**src/design/mts_pkg.sv**
```systemverilog
// mts_pkg: shared types, constants and tag tables for the markup tag stripper
// depends on nothing; imported by every other file of the block
`timescale 1ns / 1ps
`default_nettype none

package mts_pkg;

  localparam int CHAR_BITS       = 16;
  localparam int LOOKAHEAD_DEPTH = 8;
  localparam int COUNT_W         = $clog2(LOOKAHEAD_DEPTH + 1);
  localparam int TAG_COUNT       = 8;
  localparam int TAG_MAXLEN      = 8;
  localparam int TAG_IDX_W       = $clog2(TAG_MAXLEN);

  typedef logic [CHAR_BITS-1:0] char_t;
  typedef logic [COUNT_W-1:0]   count_t;
  typedef logic [TAG_COUNT-1:0] tag_mask_t;

  localparam char_t CH_LBRACKET = CHAR_BITS'(8'h5b);
  localparam char_t CH_RBRACKET = CHAR_BITS'(8'h5d);
  localparam char_t CH_UPPER_A  = CHAR_BITS'(8'h41);
  localparam char_t CH_UPPER_Z  = CHAR_BITS'(8'h5a);
  localparam char_t CASE_OFFSET = CHAR_BITS'(8'h20);

  // match result codes
  localparam logic [1:0] MATCH_NONE   = 2'd0;
  localparam logic [1:0] MATCH_PREFIX = 2'd1;
  localparam logic [1:0] MATCH_CLOSED = 2'd2;
  localparam logic [1:0] MATCH_OPENER = 2'd3;

  // lower-case tag text, unused positions zero
  localparam logic [7:0] TAG_TEXT [TAG_COUNT][TAG_MAXLEN] = '{
    '{8'h5b, 8'h62, 8'h5d, 8'h00, 8'h00, 8'h00, 8'h00, 8'h00},  // [b]
    '{8'h5b, 8'h69, 8'h5d, 8'h00, 8'h00, 8'h00, 8'h00, 8'h00},  // [i]
    '{8'h5b, 8'h2f, 8'h62, 8'h5d, 8'h00, 8'h00, 8'h00, 8'h00},  // [/b]
    '{8'h5b, 8'h2f, 8'h69, 8'h5d, 8'h00, 8'h00, 8'h00, 8'h00},  // [/i]
    '{8'h5b, 8'h63, 8'h6f, 8'h6c, 8'h6f, 8'h72, 8'h00, 8'h00},  // [color
    '{8'h5b, 8'h2f, 8'h63, 8'h6f, 8'h6c, 8'h6f, 8'h72, 8'h5d},  // [/color]
    '{8'h5b, 8'h73, 8'h69, 8'h7a, 8'h65, 8'h00, 8'h00, 8'h00},  // [size
    '{8'h5b, 8'h2f, 8'h73, 8'h69, 8'h7a, 8'h65, 8'h5d, 8'h00}   // [/size]
  };

  localparam count_t TAG_LEN [TAG_COUNT] = '{
    COUNT_W'(3), COUNT_W'(3), COUNT_W'(4), COUNT_W'(4),
    COUNT_W'(6), COUNT_W'(8), COUNT_W'(5), COUNT_W'(7)
  };

  localparam tag_mask_t TAG_OPENER = TAG_COUNT'(8'b0101_0000);

  // controls for one lookahead cell
  typedef struct packed {
    logic shift;
    logic load;
  } cell_ctl_t;

  function automatic char_t fold_case(input char_t c);
    if (c >= CH_UPPER_A && c <= CH_UPPER_Z) begin
      return char_t'(c + CASE_OFFSET);
    end
    return c;
  endfunction

endpackage

`default_nettype wire

```
**src/design/mts_in_if.sv**
```systemverilog
// mts_in_if: input character channel of the markup tag stripper
// depends on mts_pkg
`timescale 1ns / 1ps
`default_nettype none

interface mts_in_if import mts_pkg::*; ();
  logic  valid;
  logic  ready;
  char_t in_char;
  logic  in_last;

  modport source (output valid, output in_char, output in_last, input ready);
  modport sink   (input valid, input in_char, input in_last, output ready);
endinterface

`default_nettype wire

```
**src/design/mts_out_if.sv**
```systemverilog
// mts_out_if: result channel of the markup tag stripper
// depends on mts_pkg
`timescale 1ns / 1ps
`default_nettype none

interface mts_out_if import mts_pkg::*; ();
  logic  valid;
  logic  ready;
  char_t out_char;
  logic  char_valid;
  logic  out_last;

  modport source (output valid, output out_char, output char_valid, output out_last,
                  input ready);
  modport sink   (input valid, input out_char, input char_valid, input out_last,
                  output ready);
endinterface

`default_nettype wire

```
**src/design/mts_cell.sv**
```systemverilog
// mts_cell: one lookahead cell, holds a character and passes it to its neighbor
// depends on mts_pkg
`timescale 1ns / 1ps
`default_nettype none

module mts_cell import mts_pkg::*; (
  input  wire       clk,
  input  cell_ctl_t ctl,
  input  char_t     load_data,
  input  char_t     from_next,
  output char_t     data
);

  char_t held;

  always_ff @(posedge clk) begin
    if (ctl.load) begin
      held <= load_data;
    end else if (ctl.shift) begin
      held <= from_next;
    end
  end

  assign data = held;

endmodule

`default_nettype wire

```
**src/design/mts_match.sv**
```systemverilog
// mts_match: extends the running tag match by one character
// depends on mts_pkg
`timescale 1ns / 1ps
`default_nettype none

module mts_match import mts_pkg::*; (
  input  tag_mask_t  alive,
  input  count_t     pos,
  input  char_t      c,
  output logic [1:0] result,
  output tag_mask_t  alive_next
);

  char_t     folded;
  tag_mask_t hit;
  tag_mask_t done;
  count_t    pos_inc;

  assign folded  = fold_case(c);
  assign pos_inc = count_t'(pos + 1'b1);

  always_comb begin
    for (int k = 0; k < TAG_COUNT; k++) begin
      hit[k]  = alive[k] && (pos < TAG_LEN[k]) &&
                (folded == CHAR_BITS'(TAG_TEXT[k][pos[TAG_IDX_W-1:0]]));
      done[k] = hit[k] && (TAG_LEN[k] == pos_inc);
    end
  end

  always_comb begin
    if (hit == '0) begin
      result = MATCH_NONE;
    end else if ((done & TAG_OPENER) != '0) begin
      result = MATCH_OPENER;
    end else if (done != '0) begin
      result = MATCH_CLOSED;
    end else begin
      result = MATCH_PREFIX;
    end
  end

  assign alive_next = hit;

endmodule

`default_nettype wire

```
**src/design/markup_tag_stripper_core.sv**
```systemverilog
// markup_tag_stripper_core: top level of the markup tag stripper
// depends on mts_pkg, mts_in_if, mts_out_if, mts_cell, mts_match
//
// channel    dir  payload                          handshake
// in_chan    in   in_char, in_last                 valid / ready
// out_chan   out  out_char, char_valid, out_last   valid / ready
// cfg        in   cfg_wdata (strip_enable)         cfg_we, no wait
//
// one character per cycle while no held text must be flushed and the output
// is not stalled; a failed match or a disable with characters held
// checks the character, drains the held ones through cell 0, then takes
// the request itself; a last character leaving characters held is taken,
// then the held ones drain and the end marker follows after that
// rst is synchronous: clears count, skip mode and all valids, enable to 1
// out_chan.ready low with a result held freezes output register and drain
`timescale 1ns / 1ps
`default_nettype none

module markup_tag_stripper_core import mts_pkg::*; (
  input  wire        clk,
  input  wire        rst,
  input  wire        cfg_we,
  input  wire        cfg_wdata,
  mts_in_if.sink     in_chan,
  mts_out_if.source  out_chan
);

  logic      strip_enable;
  count_t    count;
  logic      skip;
  tag_mask_t alive;
  logic      drain;
  logic      eom_pend;
  logic      p_valid;
  char_t     p_char;
  logic      p_last;
  logic      o_valid;
  char_t     o_char;
  logic      o_cv;
  logic      o_last;

  count_t    count_next;
  logic      skip_next;
  tag_mask_t alive_next;
  logic      drain_next;
  logic      eom_pend_next;

  logic       slot_free;
  logic       act_drain;
  logic       act_eom;
  logic       act_item;
  logic       consumed;
  logic       emit_char;
  logic       load_cell;
  logic       is_lb;
  logic       is_rb;
  logic [1:0] m_result;
  tag_mask_t  m_alive;
  count_t     count_step;

  char_t     cell_data [LOOKAHEAD_DEPTH];
  cell_ctl_t cell_ctl  [LOOKAHEAD_DEPTH];

  mts_match u_match (
    .alive      (alive),
    .pos        (count),
    .c          (p_char),
    .result     (m_result),
    .alive_next (m_alive)
  );

  for (genvar i = 0; i < LOOKAHEAD_DEPTH; i++) begin : g_cell
    char_t nb;
    if (i == LOOKAHEAD_DEPTH - 1) begin : g_end
      assign nb = '0;
    end else begin : g_mid
      assign nb = cell_data[i+1];
    end
    assign cell_ctl[i].shift = act_drain;
    assign cell_ctl[i].load  = load_cell && (count == COUNT_W'(i));
    mts_cell u_cell (
      .clk       (clk),
      .ctl       (cell_ctl[i]),
      .load_data (p_char),
      .from_next (nb),
      .data      (cell_data[i])
    );
  end

  assign slot_free = !o_valid || out_chan.ready;
  assign act_drain = slot_free && drain;
  assign act_eom   = slot_free && !drain && eom_pend;
  assign act_item  = slot_free && !drain && !eom_pend && p_valid;
  assign is_lb     = (p_char == CH_LBRACKET);
  assign is_rb     = (p_char == CH_RBRACKET);

  always_comb begin
    count_step    = count;
    skip_next     = skip;
    alive_next    = alive;
    drain_next    = drain;
    eom_pend_next = eom_pend;
    consumed      = 1'b0;
    emit_char     = 1'b0;
    load_cell     = 1'b0;
    if (act_drain) begin
      count_step = count_t'(count - 1'b1);
      drain_next = (count_step != '0);
    end else if (act_eom) begin
      eom_pend_next = 1'b0;
    end else if (act_item) begin
      if (!strip_enable) begin
        skip_next = 1'b0;
        if (count != '0) begin
          drain_next = 1'b1;
        end else begin
          emit_char = 1'b1;
          consumed  = 1'b1;
        end
      end else if (skip) begin
        consumed = 1'b1;
        if (is_rb) begin
          skip_next = 1'b0;
        end
      end else if (count == '0) begin
        consumed = 1'b1;
        if (is_lb) begin
          load_cell  = 1'b1;
          count_step = count_t'(1);
          alive_next = '1;
        end else begin
          emit_char = 1'b1;
        end
      end else begin
        case (m_result)
          MATCH_NONE: begin
            drain_next = 1'b1;
          end
          MATCH_PREFIX: begin
            consumed   = 1'b1;
            load_cell  = 1'b1;
            count_step = count_t'(count + 1'b1);
            alive_next = m_alive;
          end
          MATCH_CLOSED: begin
            consumed   = 1'b1;
            count_step = '0;
          end
          MATCH_OPENER: begin
            consumed   = 1'b1;
            count_step = '0;
            skip_next  = 1'b1;
          end
          default: begin
            drain_next = 1'b1;
          end
        endcase
      end
      // end of string: flush what is held, then the end marker
      if (consumed && p_last) begin
        skip_next     = 1'b0;
        drain_next    = (count_step != '0);
        eom_pend_next = 1'b1;
      end
    end
    count_next = count_step;
  end

  assign in_chan.ready = !p_valid || (act_item && consumed);

  always_ff @(posedge clk) begin
    if (rst) begin
      strip_enable <= 1'b1;
      count        <= '0;
      skip         <= 1'b0;
      alive        <= '0;
      drain        <= 1'b0;
      eom_pend     <= 1'b0;
      p_valid      <= 1'b0;
      o_valid      <= 1'b0;
    end else begin
      if (cfg_we) begin
        strip_enable <= cfg_wdata;
      end
      count    <= count_next;
      skip     <= skip_next;
      alive    <= alive_next;
      drain    <= drain_next;
      eom_pend <= eom_pend_next;
      if (in_chan.valid && in_chan.ready) begin
        p_valid <= 1'b1;
      end else if (act_item && consumed) begin
        p_valid <= 1'b0;
      end
      if (act_drain || act_eom || emit_char) begin
        o_valid <= 1'b1;
      end else if (out_chan.ready) begin
        o_valid <= 1'b0;
      end
    end
  end

  always_ff @(posedge clk) begin
    if (in_chan.valid && in_chan.ready) begin
      p_char <= in_chan.in_char;
      p_last <= in_chan.in_last;
    end
    if (act_drain) begin
      o_char <= cell_data[0];
      o_cv   <= 1'b1;
      o_last <= 1'b0;
    end else if (act_eom) begin
      o_char <= '0;
      o_cv   <= 1'b0;
      o_last <= 1'b1;
    end else if (emit_char) begin
      o_char <= p_char;
      o_cv   <= 1'b1;
      o_last <= 1'b0;
    end
  end

  assign out_chan.valid      = o_valid;
  assign out_chan.out_char   = o_char;
  assign out_chan.char_valid = o_cv;
  assign out_chan.out_last   = o_last;

  a_count_bound: assert property (@(posedge clk) disable iff (rst)
    count < COUNT_W'(LOOKAHEAD_DEPTH))
    else $error("lookahead count out of range");

  a_skip_empty: assert property (@(posedge clk) disable iff (rst)
    skip |-> (count == '0))
    else $error("skip mode with held characters");

  a_drain_held: assert property (@(posedge clk) disable iff (rst)
    drain |-> (count != '0))
    else $error("drain with empty lookahead");

  a_marker_last: assert property (@(posedge clk) disable iff (rst)
    (out_chan.valid && !out_chan.char_valid) |-> (out_chan.out_last && out_chan.out_char == '0))
    else $error("end marker malformed");

endmodule

`default_nettype wire

```
**src/flat_wrapper.sv**
```systemverilog
// flat-port wrapper written by rule: the top's interface ports become plain ports
module markup_tag_stripper_core_flat import mts_pkg::*;
  (clk, rst, cfg_we, cfg_wdata, in_chan_valid, in_chan_in_char, in_chan_in_last, in_chan_ready, out_chan_valid, out_chan_out_char, out_chan_char_valid, out_chan_out_last, out_chan_ready);
  mts_in_if in_chan_i ();
  mts_out_if out_chan_i ();
  input  wire clk;
  input  wire rst;
  input  wire cfg_we;
  input  wire cfg_wdata;
  input wire logic [$bits(in_chan_i.valid)-1:0] in_chan_valid;
  input wire logic [$bits(in_chan_i.in_char)-1:0] in_chan_in_char;
  input wire logic [$bits(in_chan_i.in_last)-1:0] in_chan_in_last;
  output wire logic [$bits(in_chan_i.ready)-1:0] in_chan_ready;
  output wire logic [$bits(out_chan_i.valid)-1:0] out_chan_valid;
  output wire logic [$bits(out_chan_i.out_char)-1:0] out_chan_out_char;
  output wire logic [$bits(out_chan_i.char_valid)-1:0] out_chan_char_valid;
  output wire logic [$bits(out_chan_i.out_last)-1:0] out_chan_out_last;
  input wire logic [$bits(out_chan_i.ready)-1:0] out_chan_ready;
  assign in_chan_i.valid = in_chan_valid;
  assign in_chan_i.in_char = in_chan_in_char;
  assign in_chan_i.in_last = in_chan_in_last;
  assign in_chan_ready = in_chan_i.ready;
  assign out_chan_valid = out_chan_i.valid;
  assign out_chan_out_char = out_chan_i.out_char;
  assign out_chan_char_valid = out_chan_i.char_valid;
  assign out_chan_out_last = out_chan_i.out_last;
  assign out_chan_i.ready = out_chan_ready;
  markup_tag_stripper_core u_core (.clk(clk), .rst(rst), .cfg_we(cfg_we), .cfg_wdata(cfg_wdata), .in_chan(in_chan_i), .out_chan(out_chan_i));
endmodule
```
**config.mk**
```make
export PLATFORM = sky130hd
export DESIGN_NAME = markup_tag_stripper_core_flat
export DESIGN_NICKNAME = d
export VERILOG_FILES = /design/src/design/mts_pkg.sv /design/src/design/mts_in_if.sv /design/src/design/mts_out_if.sv /design/src/design/mts_cell.sv /design/src/design/mts_match.sv /design/src/design/markup_tag_stripper_core.sv /design/src/flat_wrapper.sv
export SDC_FILE = /design/constraint.sdc
export NUM_CORES = 1
export LEC_CHECK = 0
export BUFFER_PORTS_ARGS = -buffer_cell sky130_fd_sc_hd__buf_2
export CORE_ASPECT_RATIO = 0.5
export CORE_MARGIN = 2
export CORE_UTILIZATION = 61
export DETAILED_ROUTE_END_ITERATION = 7
export GPL_ROUTABILITY_DRIVEN = 0
export PLACE_DENSITY = 0.79
export REMOVE_ABC_BUFFERS = 1
export SETUP_SLACK_MARGIN = 0.2
export SLEW_MARGIN = 10
export SYNTH_ARGS = -nofsm -noshare
export SYNTH_HDL_FRONTEND = slang
export SYNTH_HIERARCHICAL = 1
export SYNTH_SLANG_ARGS = --single-unit
export TNS_END_PERCENT = 1
```
**constraint.sdc**
```tcl
create_clock -name clk -period 6.1 [get_ports clk]
set_input_delay 0.305 -clock clk [delete_from_list [all_inputs] [get_ports clk]]
set_output_delay 0.305 -clock clk [all_outputs]
set_load 0.005 [all_outputs]
```
==> impl_table.tex <==
\begin{tabular}{lr}
\hline
Metric & Value \\
\hline
\multicolumn{2}{l}{\textbf{Status}} \\
\quad Result of the run & completed \\
\multicolumn{2}{l}{\textbf{Power}} \\
\quad P per Cell Area & $\sim$430 nW/um\^{}2 \\
\quad Worst-case vdd ir drop & between 0.0002 and 0.00025 V \\
\quad Static Leak & around 3.8 nW \\
\multicolumn{2}{l}{\textbf{Timing}} \\
\quad Worst-Margin Slew & roughly 0.75 ns \\
\quad Final number of setup-violating endpoints & 0 \\
\quad Final clock skew & 0.0133 ns \\
\quad Slew Viols, Final & 0 \\
\quad Final Hold Violating Endpoints & 0 \\
\quad Sum of negative setup slack & 0 ns \\
\quad Unrepaired setup endpoints after global routing & yes \\
\quad Worst hold slack & between 0.03 and 0.04 ns \\
\quad Time the worst path needs with I/O delays and setup & roughly 5.5 ns \\
\quad Headroom to the max-slew limit & 0.498 \\
\quad Highest attainable clock frequency & 0.180 GHz \\
\quad Share of the cycle needed by the critical path after routing & 0.908 \\
\multicolumn{2}{l}{\textbf{Clocking}} \\
\quad Clock latency on the worst-skew pair & around 0.43 ns \\
\quad Clock tree from TritonCTS & yes \\
\quad TritonCTS sink count & approximately 180 \\
\quad Number of buffers created by CTS & 17 \\
\quad Clock Tree Buf Depth & 2 \\
\quad CTS root buf & sky130\_fd\_sc\_hd\_\_clkbuf\_16 \\
\quad Clock slew at reported path FFs & around 0.08 ns \\
\quad Number of buffers inserted for hold repair after clock tree synthesis & 0 \\
\quad CTS H-tree lvls & 4 \\
\multicolumn{2}{l}{\textbf{Global route}} \\
\quad Number of antenna violations at the first check in global routing & 0 \\
\quad Global route overflow & 0 \\
\quad Maximum number of pins on one net before global-route repair & 45 \\
\quad Number of global-route vias before repair & about 6000 \\
\quad Wire length of the first global-routing pass & about 33 mm \\
\quad Combined global-route utilization of all metal layers & 0.256 \\
\multicolumn{2}{l}{\textbf{Synthesis}} \\
\quad Instance count of the mapped netlist & between 600 and 700 \\
\quad Summed instance area of the synthesized netlist & slightly below 10000 sq um \\
\quad Seq cells post-synth & 181 \\
\quad Number of different library cells in the post-synthesis netlist & between 80 and 90 \\
\quad Top FF cell, synth & sky130\_fd\_sc\_hd\_\_edfxtp\_1 \\
\quad Number of synthesis warnings & 6 \\
\quad Post-synthesis average cell area & roughly 14 sq um \\
\quad Proportion of synthesized chip area in sequential cells & 0.539 \\
\quad Fraction of registers with async set/reset & 0 \\
\quad Number of enable flip-flop cells after synthesis & $\sim$160 \\
\multicolumn{2}{l}{\textbf{Finish}} \\
\quad Non-filler instance count after layout & $\sim$970 \\
\quad Number of nets in the layout & roughly 790 \\
\quad Synth-to-layout area growth & 10.1\% \\
\quad Count of inserted antenna diode cells & 0 \\
\quad Filler instances & 1034 \\
\quad Ratio of cells with drive above 1 in the final layout & 0.334 \\
\multicolumn{2}{l}{\textbf{Min path}} \\
\quad Hold wc startpoint & in\_chan\_in\_char[12] \\
\quad Worst hold path type & input pin to register \\
\quad Hold Path Cell Cnt & 1 \\
\multicolumn{2}{l}{\textbf{Detailed routing}} \\
\quad Antenna violation net count after detailed routing & 0 \\
\quad Via total after detailed routing & 6064 \\
\quad Detailed-route wire length per cell & 21.5 um \\
\quad Count of unresolved DRC violations after routing & 0 \\
\quad 1st-iter DRT viols & around 710 \\
\quad Drt total wl & around 21 mm \\
\quad Initial DRT Pass Iterations & 5 \\
\quad Via density per instance & approximately 6.3 \\
\multicolumn{2}{l}{\textbf{Floorplanning}} \\
\quad Placement row count & 32 \\
\quad Die Ht & a little over 90 um \\
\quad Effective utilization at floorplan & 0.626 \\
\quad Die area & 17000 sq um \\
\quad Number of top-level pins & 43 \\
\quad Die Width & approximately 180 um \\
\quad Core ar. & approximately 15000 sq um \\
\multicolumn{2}{l}{\textbf{Placement}} \\
\quad Input/output buffers & 42 \\
\quad HPWL reported at the end of detailed placement & 13.9 mm \\
\quad Cell count after placement & 935 \\
\multicolumn{2}{l}{\textbf{Setup path}} \\
\quad Worst reg2reg path startpoint & u\_core/p\_char[12]\$\_DFFE\_PP\_ \\
\quad Arrival time worst endpoint & roughly 5.6 ns \\
\quad Required time of the worst setup path & roughly 6 ns \\
\quad Worst Path Class, Setup & register to register \\
\quad Worst setup path startpoint & u\_core/p\_char[12]\$\_DFFE\_PP\_ \\
\quad Critical Path End Type & register \\
\quad Cell count of the worst reg-to-reg path & 12 \\
\quad Category of the worst setup path launch point & register \\
\quad Worst Path Max Fanout & 16 \\
\multicolumn{2}{l}{\textbf{Job}} \\
\quad Number of max-cap violations & 0 \\
\hline
\end{tabular}
sequential cells by signal, summed over array words and instances (netlist names), 4 cells and up:
name	flops
u_core/count	4
u_core/alive	8
u_core/g_cell.u_cell/data	128
u_core/out_chan.out_char	16
u_core/p_char	16
worst paths after layout:
kind	end	slack, ns
max	u_core/g_cell[6].u_cell/data[1]$_DFFE_PP_	0.56
min reg2reg	u_core/out_chan.out_last$_SDFFE_PP0P_	0.47
min	u_core/p_char[12]$_DFFE_PP_	0.04
max reg2reg	u_core/g_cell[6].u_cell/data[1]$_DFFE_PP_	0.56
Yosys cell counts, types with 3 or more instances:
cell	n	area, sq um
sky130_fd_sc_hd__a21oi_1	26	130
sky130_fd_sc_hd__and2_1	4	25.0
sky130_fd_sc_hd__buf_6	9	101
sky130_fd_sc_hd__nand4_1	5	31.3
sky130_fd_sc_hd__mux2_4	72	1080
sky130_fd_sc_hd__nor2_1	23	86.3
sky130_fd_sc_hd__dfxtp_1	20	400
sky130_fd_sc_hd__xor2_1	7	61.3
sky130_fd_sc_hd__or2_1	8	50.1
sky130_fd_sc_hd__nand3_1	13	65.1
sky130_fd_sc_hd__clkbuf_1	14	52.6
sky130_fd_sc_hd__ha_1	15	188
sky130_fd_sc_hd__nor4_1	8	50.1
sky130_fd_sc_hd__mux2i_1	4	40.0
sky130_fd_sc_hd__o21ai_0	13	65.1
sky130_fd_sc_hd__o21bai_1	3	22.5
sky130_fd_sc_hd__and4_1	8	70.1
sky130_fd_sc_hd__edfxtp_1	161	4830
sky130_fd_sc_hd__buf_1	4	15.0
sky130_fd_sc_hd__a31oi_1	3	18.8
sky130_fd_sc_hd__nor3_1	13	65.1
sky130_fd_sc_hd__and3_1	10	62.6
sky130_fd_sc_hd__a22o_1	17	149
sky130_fd_sc_hd__a41oi_1	3	26.3
sky130_fd_sc_hd__buf_2	3	15.0
sky130_fd_sc_hd__o211ai_1	5	37.5
sky130_fd_sc_hd__buf_12	8	160
sky130_fd_sc_hd__nor3b_1	3	22.5
sky130_fd_sc_hd__mux2_2	58	653
sky130_fd_sc_hd__a211oi_1	13	97.6
sky130_fd_sc_hd__or4_1	5	37.5
sky130_fd_sc_hd__inv_1	15	56.3
sky130_fd_sc_hd__nor4b_1	3	26.3
sky130_fd_sc_hd__nand2b_1	11	68.8
sky130_fd_sc_hd__xnor2_1	17	149
sky130_fd_sc_hd__nand2_1	20	75.1
worst max-delay path, stage by stage (launching register included):
cell and delay, ns:
sky130_fd_sc_hd__edfxtp_1 0.40, sky130_fd_sc_hd__nor4_2 0.65, sky130_fd_sc_hd__nand3_1 0.36, sky130_fd_sc_hd__o41ai_2 0.57, sky130_fd_sc_hd__xnor2_1 0.22, sky130_fd_sc_hd__and3b_1 0.20
sky130_fd_sc_hd__a2111oi_0 0.65, sky130_fd_sc_hd__nand2b_1 0.33, sky130_fd_sc_hd__nand2b_1 0.29, sky130_fd_sc_hd__mux2i_4 0.31, sky130_fd_sc_hd__and2_4 0.32, sky130_fd_sc_hd__and4_1 0.24
sky130_fd_sc_hd__or2_1 0.60
layout make-up:
class                      instances  area [sq um]  share of cell area
sequential                       181          5240               0.490
multi-input combinational        465          4120               0.385
clock buffer                      17           425              0.0398
timing repair buffer              68           405              0.0379
tap                              204           255              0.0239
clock inverter                    15           188              0.0176
inverter                          17          63.8             0.00597
metrics by stage:
step | setup slack [ns] | power [mW] | area [sq um] | utilization
2_1_floorplan | 0.340 | 3.05 | 9410 | -
3_3_place_gp | 0.600 | 3.45 | 10100 | 0.650
3_5_place_dp | 0.401 | 3.52 | 10100 | 0.650
4_1_cts | 0.355 | 4.64 | 10700 | 0.690
5_1_grt | 0.0906 | 4.86 | 10700 | 0.690
6_report | 0.559 | 4.64 | 10700 | 0.690
routing by layer:
| layer | GRT usage | routed length (um) | part of all wire | vias up |
|---|---|---|---|---|
| li1 | - | - | - | 2776 |
| met1 | 0.343 | 9150 | 0.44 | 3011 |
| met2 | 0.421 | 9830 | 0.47 | 241 |
| met3 | 0.0506 | 1410 | 0.068 | 36 |
| met4 | 0.0941 | 374 | 0.018 | 0 |
| met5 | 0 | 0 | 0 | - |
logic make-up (layout without fill, tap and decap cells):
logic type,Yosys count,after routing,share of synthesized area
DFF,181,181,0.539
and+or+nand+nor,159,159,0.101
muxes,135,135,0.185
AOI/OAI and AO/OA,116,116,0.0906
buffers and inverters,56,117,0.0428
xor gates and xnor gates,24,24,0.0217
adders and majority gates,15,15,0.0193
other,1,16,0.000386
cells in the final DEF, fill, tap and decap left out, types with 4 or more instances in the layout:
cell	synthesis	layout
sky130_fd_sc_hd__xnor2_1	17	17
sky130_fd_sc_hd__nor2_1	23	23
sky130_fd_sc_hd__mux2_4	72	72
sky130_fd_sc_hd__a21oi_1	26	26
sky130_fd_sc_hd__conb_1	1	16
sky130_fd_sc_hd__o21ai_0	13	13
sky130_fd_sc_hd__mux2i_1	4	4
sky130_fd_sc_hd__inv_6	0	4
sky130_fd_sc_hd__and2_1	4	4
sky130_fd_sc_hd__buf_2	3	42
sky130_fd_sc_hd__or2_1	8	7
sky130_fd_sc_hd__nand3_1	13	13
sky130_fd_sc_hd__and4_1	8	8
sky130_fd_sc_hd__clkbuf_16	0	17
sky130_fd_sc_hd__buf_4	1	26
sky130_fd_sc_hd__nand4_1	5	5
sky130_fd_sc_hd__nor3_1	13	13
sky130_fd_sc_hd__ha_1	15	15
sky130_fd_sc_hd__nand2b_1	11	11
sky130_fd_sc_hd__a22o_1	17	17
sky130_fd_sc_hd__dfxtp_1	20	20
sky130_fd_sc_hd__clkinv_8	0	4
sky130_fd_sc_hd__o211ai_1	5	5
sky130_fd_sc_hd__nor4_1	8	7
sky130_fd_sc_hd__or4_1	5	5
sky130_fd_sc_hd__nand2_1	20	20
sky130_fd_sc_hd__xor2_1	7	7
sky130_fd_sc_hd__mux2_2	58	58
sky130_fd_sc_hd__a211oi_1	13	13
sky130_fd_sc_hd__inv_1	15	15
sky130_fd_sc_hd__and3_1	10	10
sky130_fd_sc_hd__edfxtp_1	161	161
timing repair:
| action | in CTS | in global routing |
|---|---|---|
| hold endpoints to repair | 0 | 0 |
| resized for setup | 0 | 2 |
| buffers inserted | 0 | 0 |
| endpoints found under the setup margin | 0 | 257 |
power breakdown:
group | internal (mW) | switching (mW) | total [mW]
combinational | 0.622 | 0.894 | 1.52
clock | 0.590 | 0.522 | 1.11
sequential | 1.86 | 0.150 | 2.01
total | 3.08 | 1.57 | 4.64
(Power assumes the default switching activity.)
